`src/hw/rtl/cpb_pkg.sv`:
```
// Shared constants and codes for the clipped pixel blit with format conversion.
// Used by cpb_format and by clipped_pixel_blit_format_convert_core.
package cpb_pkg;

  // Fixed field widths
  localparam int FB_DIM_W   = 13;
  localparam int LINE_W     = 15;
  localparam int CFG_IDX_W  = 3;
  localparam int CFG_DATA_W = 15;
  localparam int ADDR_W     = 26;
  localparam int WORD_W     = 32;
  localparam int COUNT_W    = 3;
  localparam int XBYTES_W   = FB_DIM_W + 2;

  // Parameter defaults
  localparam int MAX_DIM_DEF        = 4096;
  localparam int MAX_LINE_BYTES_DEF = 16384;

  // Register indexes
  localparam logic [CFG_IDX_W-1:0] REG_FB_WIDTH    = 3'd0;
  localparam logic [CFG_IDX_W-1:0] REG_FB_HEIGHT   = 3'd1;
  localparam logic [CFG_IDX_W-1:0] REG_LINE_LENGTH = 3'd2;
  localparam logic [CFG_IDX_W-1:0] REG_DEPTH_MODE  = 3'd3;
  localparam logic [CFG_IDX_W-1:0] REG_X_OFFSET    = 3'd4;
  localparam logic [CFG_IDX_W-1:0] REG_Y_OFFSET    = 3'd5;
  localparam logic [CFG_IDX_W-1:0] REG_SRC_WIDTH   = 3'd6;
  localparam logic [CFG_IDX_W-1:0] REG_COLOR_MODE  = 3'd7;

  // Depth codes
  localparam logic [1:0] DEPTH_16   = 2'd0;
  localparam logic [1:0] DEPTH_24   = 2'd1;
  localparam logic [1:0] DEPTH_32   = 2'd2;
  localparam logic [1:0] DEPTH_NONE = 2'd3;

  // Color codes
  localparam logic COLOR_GRAY = 1'b0;
  localparam logic COLOR_RGB  = 1'b1;

  // Reset values of the configuration registers
  localparam logic [FB_DIM_W-1:0] FB_WIDTH_RST    = 13'd640;
  localparam logic [FB_DIM_W-1:0] FB_HEIGHT_RST   = 13'd480;
  localparam logic [LINE_W-1:0]   LINE_LENGTH_RST = 15'd2560;
  localparam logic [1:0]          DEPTH_MODE_RST  = DEPTH_32;
  localparam logic [FB_DIM_W-1:0] SRC_WIDTH_RST   = 13'd640;
  localparam logic                COLOR_MODE_RST  = COLOR_RGB;

  // One placed pixel waiting for format conversion
  typedef struct packed {
    logic [7:0]          red;
    logic [7:0]          green;
    logic [7:0]          blue;
    logic [FB_DIM_W-1:0] fx;
  } cpb_pixel_t;

  // Converted pixel: word, byte count and column byte offset
  typedef struct packed {
    logic [WORD_W-1:0]   pixel_word;
    logic [COUNT_W-1:0]  byte_count;
    logic [XBYTES_W-1:0] x_bytes;
  } cpb_format_t;

endpackage

```
`src/hw/rtl/cpb_format.sv`:
```
// Pixel format conversion: gray expansion, RGB565 / 24 bpp / 32 bpp packing,
// and column byte offset. Depends on cpb_pkg.
module cpb_format (
  input  logic [1:0]         depth_mode,
  input  logic               color_mode,
  input  cpb_pkg::cpb_pixel_t pix,
  output cpb_pkg::cpb_format_t fmt
);
  import cpb_pkg::*;

  logic [7:0] r;
  logic [7:0] g;
  logic [7:0] b;
  logic [XBYTES_W-1:0] fx_ext;

  assign r      = pix.red;
  assign g      = (color_mode == COLOR_GRAY) ? pix.red : pix.green;
  assign b      = (color_mode == COLOR_GRAY) ? pix.red : pix.blue;
  assign fx_ext = XBYTES_W'(pix.fx);

  always_comb begin
    unique case (depth_mode)
      DEPTH_16: begin
        fmt.pixel_word = {16'd0, r[7:3], g[7:2], b[7:3]};
        fmt.byte_count = 3'd2;
        fmt.x_bytes    = fx_ext << 1;
      end
      DEPTH_24: begin
        fmt.pixel_word = {8'd0, r, g, b};
        fmt.byte_count = 3'd3;
        fmt.x_bytes    = fx_ext + (fx_ext << 1);
      end
      default: begin
        // 32 bpp; unsupported depth never reaches the output
        fmt.pixel_word = {8'hFF, r, g, b};
        fmt.byte_count = 3'd4;
        fmt.x_bytes    = fx_ext << 2;
      end
    endcase
  end

endmodule

```
`src/hw/rtl/clipped_pixel_blit_format_convert_core.sv`:
```
// Top level of the clipped pixel blit: stream in, placement and clipping,
// address and word out. Depends on cpb_pkg and cpb_format.
//
// Source pixels arrive in raster order, one per transfer, with tlast on the
// last pixel of a frame. Each pixel is placed at column/row plus the signed
// offsets; pixels outside the framebuffer, or any pixel when depth_mode is 3,
// produce no output. Throughput is one pixel per clock while the output is
// not stalled. An input stage does placement and clipping, and a result
// stage does the single line_length times row multiply and the format
// packing. Configuration is written through cfg_we/cfg_index/cfg_data; the
// user must write it only while the block is idle, which it does not enforce.
module clipped_pixel_blit_format_convert_core #(
  parameter int MAX_DIM        = cpb_pkg::MAX_DIM_DEF,
  parameter int MAX_LINE_BYTES = cpb_pkg::MAX_LINE_BYTES_DEF
) (
  input  logic                           clk,
  input  logic                           rst,
  input  logic                           cfg_we,
  input  logic [cpb_pkg::CFG_IDX_W-1:0]  cfg_index,
  input  logic [cpb_pkg::CFG_DATA_W-1:0] cfg_data,
  input  logic                           s_tvalid,
  output logic                           s_tready,
  input  logic [23:0]                    s_tdata,   // red, green, blue
  input  logic                           s_tlast,   // end_of_frame
  output logic                           m_tvalid,
  input  logic                           m_tready,
  output logic [63:0]                    m_tdata    // byte_address, pixel_word, byte_count
);
  import cpb_pkg::*;

  localparam int CW  = $clog2(MAX_DIM);
  localparam int NW  = ((CW + 1) > FB_DIM_W) ? (CW + 1) : FB_DIM_W;
  localparam int SW  = ((CW > FB_DIM_W) ? CW : FB_DIM_W) + 2;
  localparam int LLW = $clog2(MAX_LINE_BYTES + 1);
  localparam int LCW = (LLW > LINE_W) ? LLW : LINE_W;
  localparam int PW  = LCW + FB_DIM_W;

  // Configuration
  logic [FB_DIM_W-1:0] fb_width;
  logic [FB_DIM_W-1:0] fb_height;
  logic [LINE_W-1:0]   line_length;
  logic [1:0]          depth_mode;
  logic [FB_DIM_W-1:0] x_offset;
  logic [FB_DIM_W-1:0] y_offset;
  logic [FB_DIM_W-1:0] src_width;
  logic                color_mode;

  always_ff @(posedge clk) begin
    if (rst) begin
      fb_width    <= FB_WIDTH_RST;
      fb_height   <= FB_HEIGHT_RST;
      line_length <= LINE_LENGTH_RST;
      depth_mode  <= DEPTH_MODE_RST;
      x_offset    <= '0;
      y_offset    <= '0;
      src_width   <= SRC_WIDTH_RST;
      color_mode  <= COLOR_MODE_RST;
    end else if (cfg_we) begin
      unique case (cfg_index)
        REG_FB_WIDTH:    fb_width    <= cfg_data[FB_DIM_W-1:0];
        REG_FB_HEIGHT:   fb_height   <= cfg_data[FB_DIM_W-1:0];
        REG_LINE_LENGTH: line_length <= cfg_data[LINE_W-1:0];
        REG_DEPTH_MODE:  depth_mode  <= cfg_data[1:0];
        REG_X_OFFSET:    x_offset    <= cfg_data[FB_DIM_W-1:0];
        REG_Y_OFFSET:    y_offset    <= cfg_data[FB_DIM_W-1:0];
        REG_SRC_WIDTH:   src_width   <= cfg_data[FB_DIM_W-1:0];
        REG_COLOR_MODE:  color_mode  <= cfg_data[0];
        default: ;
      endcase
    end
  end

  // Pipeline handshake
  logic in_xfer;
  logic a_valid;
  logic a_write;
  logic a_move;
  logic out_free;

  assign out_free = !m_tvalid || m_tready;
  assign a_move   = a_valid && out_free;
  assign s_tready = !a_valid || out_free;
  assign in_xfer  = s_tvalid && s_tready;

  // Source position counters
  logic [CW-1:0] column_count;
  logic [CW-1:0] row_count;
  logic [NW-1:0] col_inc;
  logic [NW-1:0] row_inc;
  logic          col_wrap;

  assign col_inc  = NW'(column_count) + NW'(1);
  assign row_inc  = NW'(row_count) + NW'(1);
  assign col_wrap = (col_inc >= NW'(src_width)) || (col_inc >= NW'(MAX_DIM));

  always_ff @(posedge clk) begin
    if (rst) begin
      column_count <= '0;
      row_count    <= '0;
    end else if (in_xfer) begin
      if (s_tlast) begin
        column_count <= '0;
        row_count    <= '0;
      end else if (col_wrap) begin
        column_count <= '0;
        row_count    <= (row_inc >= NW'(MAX_DIM)) ? '0 : row_inc[CW-1:0];
      end else begin
        column_count <= col_inc[CW-1:0];
      end
    end
  end

  // Placement and clipping
  logic [SW-1:0] fx;
  logic [SW-1:0] fy;
  logic          on_fb;

  assign fx = {{(SW - FB_DIM_W){x_offset[FB_DIM_W-1]}}, x_offset} + SW'(column_count);
  assign fy = {{(SW - FB_DIM_W){y_offset[FB_DIM_W-1]}}, y_offset} + SW'(row_count);
  assign on_fb = !fx[SW-1] && !fy[SW-1] &&
                 (fx < SW'(fb_width)) && (fy < SW'(fb_height));

  // Input stage
  cpb_pixel_t          a_pix;
  logic [FB_DIM_W-1:0] a_fy;

  always_ff @(posedge clk) begin
    if (rst) begin
      a_valid <= 1'b0;
    end else if (in_xfer) begin
      a_valid <= 1'b1;
    end else if (a_move) begin
      a_valid <= 1'b0;
    end
  end

  always_ff @(posedge clk) begin
    if (in_xfer) begin
      a_write     <= on_fb && (depth_mode != DEPTH_NONE);
      a_pix.red   <= s_tdata[7:0];
      a_pix.green <= s_tdata[15:8];
      a_pix.blue  <= s_tdata[23:16];
      a_pix.fx    <= fx[FB_DIM_W-1:0];
      a_fy        <= fy[FB_DIM_W-1:0];
    end
  end

  // Result stage
  cpb_format_t    fmt;
  logic [LCW-1:0] ll;
  logic [PW-1:0]  row_addr;
  logic [PW:0]    addr_sum;

  cpb_format u_format (
    .depth_mode (depth_mode),
    .color_mode (color_mode),
    .pix        (a_pix),
    .fmt        (fmt)
  );

  assign ll       = (LCW'(line_length) > LCW'(MAX_LINE_BYTES)) ? LCW'(MAX_LINE_BYTES)
                                                               : LCW'(line_length);
  assign row_addr = PW'(ll) * PW'(a_fy);
  assign addr_sum = (PW + 1)'(row_addr) + (PW + 1)'(fmt.x_bytes);

  always_ff @(posedge clk) begin
    if (rst) begin
      m_tvalid <= 1'b0;
    end else if (out_free) begin
      m_tvalid <= a_valid && a_write;
    end
  end

  // Hold the result while the downstream side stalls
  always_ff @(posedge clk) begin
    if (a_move) begin
      m_tdata <= {3'd0, fmt.byte_count, fmt.pixel_word, addr_sum[ADDR_W-1:0]};
    end
  end

endmodule

```
`config.mk`:
```
export PLATFORM = sky130hd
export DESIGN_NAME = clipped_pixel_blit_format_convert_core
export DESIGN_NICKNAME = d
export VERILOG_FILES = /design/src/hw/rtl/cpb_pkg.sv /design/src/hw/rtl/cpb_format.sv /design/src/hw/rtl/clipped_pixel_blit_format_convert_core.sv
export SDC_FILE = /design/constraint.sdc
export NUM_CORES = 1
export LEC_CHECK = 0
export ABC_AREA = 1
export BUFFER_PORTS_ARGS = -buffer_cell sky130_fd_sc_hd__buf_2
export CAP_MARGIN = 20
export CORE_MARGIN = 2
export CORE_UTILIZATION = 39
export DETAILED_ROUTE_END_ITERATION = 6
export PLACE_DENSITY_LB_ADDON = 0.15
export SYNTH_ARGS = -nofsm -noshare
export SYNTH_HDL_FRONTEND = slang
export SYNTH_SLANG_ARGS = --single-unit
```
`constraint.sdc`:
```
create_clock -name clk -period 6.3 [get_ports clk]
set_input_delay 0.315 -clock clk [delete_from_list [all_inputs] [get_ports clk]]
set_output_delay 0.315 -clock clk [all_outputs]
set_load 0.02 [all_outputs]
```
After elaboration in Yosys (flattened, before gate mapping):

Index checks and enable logic that the tools add are counted.
Widths: inputs -> output; s select.

* memories: 0
* memory bits (read-only): 0
* output and inout port bits: 66
* latch bits: 0
* register bits after elaboration: 221
* RAM bits: 0

* bitwise gates (word level): 0
* div/mod/pow operators: 0
* reductions and logical operators: 27
* muxes and demuxes: 11
* order comparisons: 6
* equality and inequality tests: 9
* shifts and indexed selects: 0
* multipliers: 1
* $add $sub $neg: 6

Operators by type and width (number)
* $pmux 50 s2: 1
* $mux 12: 5
* $lt 15x13->1: 2
* $add 13x13->14: 2
* $add 12x1->13 const B: 2
* $add 26x15->26: 1
* $ge 13x13->1 const B: 2
* $mul 15x13->26: 1
* $reduce_and 2->1: 9
* $mux 8: 2
* $add 13x14->15: 1
* $gt 15x15->1 const B: 1
* $mux 15: 1
* $ge 13x13->1: 1
* $eq 3x3->1 const B: 4
* $logic_and 1x1->1: 7
* $eq 3x2->1 const B: 2
* $logic_not 1->1: 4
* $reduce_bool 2->1: 2
* $eq 3x1->1 const B: 1
* $logic_not 3->1: 1
* $logic_or 1x1->1: 3
* $eq 2x1->1 const B: 1
* $logic_not 2->1: 1
* other kinds (2): 3

Logic depth before layout (Yosys ltp):

* word-level depth: 6
* mapped depth: 28

Modules after synthesis:

Synthesis repeated with hierarchy kept, for this count alone.

* cell total of the unflattened synthesis: 2163
* area total of the unflattened synthesis: 17937.2 sq um

By module, submodules not included
* clipped_pixel_blit_format_convert_core: instances 1, cells each 1887, area an instance 16545.9 sq um
* cpb_format: instances 1, cells each 276, area an instance 1391.3 sq um

Least setup slack after synthesis:

OpenSTA, ideal clock, no wires.

* path kind: register to register
* from: register line_length[10]
* to: register m_tdata[22], data pin
* data required time: 6.047 ns
* slack: 0.429 ns
* setup time: 0.253 ns
* period minus slack after synthesis: 5.871 ns
* stages on the path, launching flop included: 22
* arrival time: 5.618 ns
* cells stage by stage: dfxtp_1 -> clkbuf_1 -> nor4_1 -> nand4_1 -> nand2_2 -> buf_4 -> nand2_1 -> nor2_1 -> fa_1 -> fa_1 -> fa_1 -> fa_1 -> fa_1 -> inv_1 -> fa_1 -> inv_1 -> ha_1 -> nand2_1 -> nor4_1 -> nand4_1 -> nand4_1 -> nand2_1

* longest elaborated chain between the ends: 4

RTL lines
* from (decl): RTL line clipped_pixel_blit_format_convert_core.sv:41 `logic [LINE_W-1:0] line_length;`
* from (signal assigned): RTL line clipped_pixel_blit_format_convert_core.sv:62 `REG_LINE_LENGTH: line_length <= cfg_data[LINE_W-1:0];`
* $gt 15x15->1: RTL line clipped_pixel_blit_format_convert_core.sv:161 `assign ll = (LCW'(line_length) > LCW'(MAX_LINE_BYTES)) ? LCW'(MAX_LINE_BYTES)`
* $mux 15 *: RTL line clipped_pixel_blit_format_convert_core.sv:161
* $mul 15x13->26 *: RTL line clipped_pixel_blit_format_convert_core.sv:163 `assign row_addr = PW'(ll) * PW'(a_fy);`
* $add 26x15->26 *: RTL line clipped_pixel_blit_format_convert_core.sv:164 `assign addr_sum = (PW + 1)'(row_addr) + (PW + 1)'(fmt.x_bytes);`
* net addr_sum[22]: RTL line clipped_pixel_blit_format_convert_core.sv:152 `logic [PW:0] addr_sum;`
* to (signal assigned): RTL line clipped_pixel_blit_format_convert_core.sv:177 `m_tdata <= {3'd0, fmt.byte_count, fmt.pixel_word, addr_sum[ADDR_W-1:0]};`
* to (decl): RTL line clipped_pixel_blit_format_convert_core.sv:27 `output logic [63:0] m_tdata`

Mark *: on every way through the listed nets, which the timed path passes. The rest lies on a longest branch.
A chain may end at the register's enable or synchronous reset.

Worst setup path after layout:

* from: register line_length[10]
* to: register m_tdata[23], data pin

Same word-level chain as after synthesis.

==> results.tsv <==
stage	metric	value	unit
timing	final worst path period need	6.121	ns
floorplanning	Die Y	217.1	µm
placement	placed cell area	0.01905	mm²
synthesis	Synth area leader	fa_1	
synthesis	largest family of logic cells by synthesized area	adder cells	
grt	initial antenna violation count	0	
cells_and_area	register area	0.005305	mm²
clock_tree	TritonCTS clock tree	done	
power	Leakage	9.799	nW
cells_and_area	NumNets Final	2662	
clock_tree	clock slew at reported path FFs	0.06	ns
timing	worst slew pin tran	1.061	ns
clock_tree	H-tree depth	1	
timing	achievable frequency	0.1634	GHz
placement	dpl ws	0.1658	ns
worst_setup_path	crit path from	line_length[10]	
placement	post-DP HPWL	37.60	mm
route	drt wl/cell	16.77	µm
cells_and_area	area of the multi-input gates	0.01085	mm²
worst_setup_path	Cell Chain, Critical Path	nor4_2 > nand4_1 > nand2_2 > buf_12 > clkbuf_16 > buf_4 > nand3_1 > fa_1 > fa_1 > fa_1 > fa_1 > fa_1 > inv_1 > ha_1 > ha_1 > nand2_1 > nor2_1 > nand4_1 > nand4_1 > nand2_1	
timing	RSZ-0062 raised after global routing	yes	
cells_and_area	diode count	0	
floorplanning	Die ar.	0.04714	mm²
timing	worst rel slew slack	0.2903	
timing	# setup viols final	0	
timing	worst clock skew	0.02520	ns
worst_setup_path	Critical Path Start Type	flip-flop	
placement	Port Buffers	110	
outcome	status	complete, no violations	
floorplanning	CORE AREA	0.04509	mm²
clock_tree	Skew-Pair Late Insertion Delay	0.56	ns
synthesis	mux cell area share after synthesis	0	
synthesis	share of the synthesized area in the top cell type	0.1763	
worst_setup_path	worst r2r src	line_length[10]	
grt	total gr overflow	0	
floorplanning	Die W	217.1	µm
worst_setup_path	CP endpoint kind	flip-flop	
grt	largest net degree at the start of global routing	75	
synthesis	sequential cell area fraction in the yosys report	0.2995	
power	Peak VDD IR	0.0002001	V
cells_and_area	share of cells above drive strength 1	0.1017	
synthesis	Yosys warnings	0	
timing	Slew Viols, Final	0	
floorplanning	num rows	78	
synthesis	Yosys reg bits	213	
synthesis	Post-Synth XOR/XNOR Area	0.02720	
route	Via Count	14640	
power	PwrDens	226.4	mW/mm²
cells_and_area	area grow syn2layout	14.99	%
worst_setup_path	internal reg-to-reg setup slack	0.18	ns
synthesis	FFs w/ async S/R, synth	0	
min_path	hold crit path type	input port to flip-flop	
grt	All-Layer GR Usage	0.2090	
synthesis	Synth Area in Simple Gates	0.1918	
job	max_cap viols	0	
floorplanning	Initial Utilization	0.3928	
synthesis	mean area per synthesized cell	8.181	µm²
clock_tree	Root Buffer	clkbuf_16	
route	drt first pass iters	7	
floorplanning	I/O Pins	114	
synthesis	Synth Area in Adders	0.2872	
timing	Final WS setup	0.1790	ns
min_path	Worst Hold Launch	cfg_data[13]	
cells_and_area	fillcell total	4564	
worst_setup_path	slowest cell delay on critical path	0.55	ns
synthesis	synthesized instance count	2165	
route	Vias/cell	5.012	
route	DRC viols	0	
placement	GP Congestion	0.8990	
grt	vias in the first global route	14670	
worst_setup_path	path type of the worst setup path	flip-flop to flip-flop	
route	Routed WL	48.98	mm
timing	Final period util	0.9716	
synthesis	top post-synthesis cells by area	fa_1 18%, edfxtp_1 18%, dfxtp_1 12%	
worst_setup_path	Top cell by count, worst path	fa_1	
synthesis	mapped cell area	0.01771	mm²
synthesis	Yosys cell types	40	
worst_setup_path	worst-path fanout max	19	
grt	first-pass GRT wire length	78.20	mm
worst_setup_path	CP max-delay cell	fa_1	
cells_and_area	Final Instance Area	0.02037	mm²
clock_tree	clk sinks	213	
clock_tree	CTS buffer count	26	
worst_setup_path	CP Data Required Time	6.60	ns
synthesis	Post-synth EDFFs	104	
synthesis	Compound-Gate Fraction of Synth Area	0.09840	
synthesis	Most used DFF post-synth	dfxtp_1	
worst_setup_path	critical path arrival	6.42	ns
route	remaining antenna violation count	0	
timing	Fin. Hold Viols	0	
route	initial DRC count	982	
clock_tree	maximum clock path buffer count	3	
==> power breakdown <==
group	internal, mW	switching (mW)
Clock	0.965	0.621
Sequential	1.59	0.0595
Combinational	0.503	0.877
Total	3.05	1.56
==> placed cells by master, fill, tap and decap left out, types with 7 or more instances in the layout <==
cell type,synthesis,final
edfxtp_1,104,104
buf_4,13,47
clkinv_1,4,9
buf_2,9,110
a22oi_1,8,8
nand4_1,26,26
dlygate4sd3_1,0,24
nand2_2,2,7
dfxtp_1,109,109
a21oi_1,135,132
nand3_1,147,146
nor3_1,16,14
o21bai_1,11,11
a21o_1,7,7
xnor2_1,20,20
clkbuf_16,0,27
inv_1,352,349
o21ai_0,138,136
xor2_1,35,35
nor2_1,315,309
ha_1,157,153
o211ai_1,10,10
nand2_1,307,302
fa_1,156,156
==> layout make-up <==
type	count	share of cell area
multi-input combinational	1519	0.5327
sequential	213	0.2605
inverter	356	0.06561
timing repair buffer	185	0.05990
tap	600	0.03686
clock buffer	28	0.03231
clock inverter	20	0.01216
==> per-stage QoR <==
stage / power [mW] / instances / util / setup TNS [ns] / hold WS, ns
finish: 4.610 / 2921 / 0.4517 / 0 / 0.05380
global route: 4.894 / 2921 / 0.4517 / -0.2016 / 0.05999
CTS: 4.599 / 2918 / 0.4478 / 0 / 0.03062
detailed placement: 2.980 / 2846 / 0.4224 / 0 / 0.4519
global placement: 2.977 / 2846 / 0.4224 / 0 / 0.4469
floorplan: 2.593 / 2167 / - / 0 / 0.3841
==> state kept, by name, indices dropped and copies added, names as in the netlist, 2 cells and up <==
register,count
a_fy,13
a_pix,37
column_count,12
depth_mode,2
fb_height,13
fb_width,13
line_length,15
m_tdata,53
row_count,12
src_width,13
x_offset,13
y_offset,13
==> what timing repair did <==
action | 4_1_cts | 5_1_grt
resized for setup | 0 | 29
hold buffers | 24 | 0
buffers inserted | 0 | 2
setup endpoints to repair | 0 | 13
hold endpoints to repair | 24 | 0
==> final timing paths <==
kind | to | cells after the start
min reg2reg | src_width[5] | 2
min | line_length[13] | 3
max | m_tdata[23] | 20
max reg2reg | m_tdata[23] | 20
==> kinds of logic after synthesis <==
group	count (synthesis)
xor gates and xnor gates	55
adders and majority gates	313
buffers and inverters	435
and+or+nand+nor	824
AOI/OAI and AO/OA	324
DFF	213
other	1
==> cell usage after synthesis, types with 2 or more instances <==
cell type / instances
nand2_1: 307
ha_1: 157
buf_2: 9
a31oi_1: 2
inv_1: 352
o211ai_1: 10
nand2_2: 2
o21a_1: 3
a21oi_1: 135
fa_1: 156
o22ai_1: 3
nor3_1: 16
xor2_1: 35
nand4_1: 26
nor2_1: 315
clkbuf_1: 53
a211oi_1: 3
a21o_1: 7
edfxtp_1: 104
dfxtp_1: 109
buf_4: 13
a22oi_1: 8
buf_1: 3
clkinv_1: 4
nor4_1: 5
o21bai_1: 11
o21ai_0: 138
nand2b_1: 2
xnor2_1: 20
nand3_1: 147
==> layer usage <==
layer / vias up / track usage / wire, µm / part of all wire
li1: 7236 / - / - / -
met1: 6949 / 0.2852 / 22620 / 0.46
met2: 375 / 0.3529 / 22770 / 0.46
met3: 80 / 0.02068 / 2083 / 0.043
met4: 0 / 0.05913 / 1512 / 0.031
met5: - / 0 / 0 / 0
==> critical path: cells and delay by family, from the launching register on <==
kind	cells	cell delay (ns)
adders and majority gates	7	3.38
and+or+nand+nor	9	1.63
buffers and inverters	4	0.51
DFF	1	0.32
Note: power is estimated with default switching activity, not from simulation.
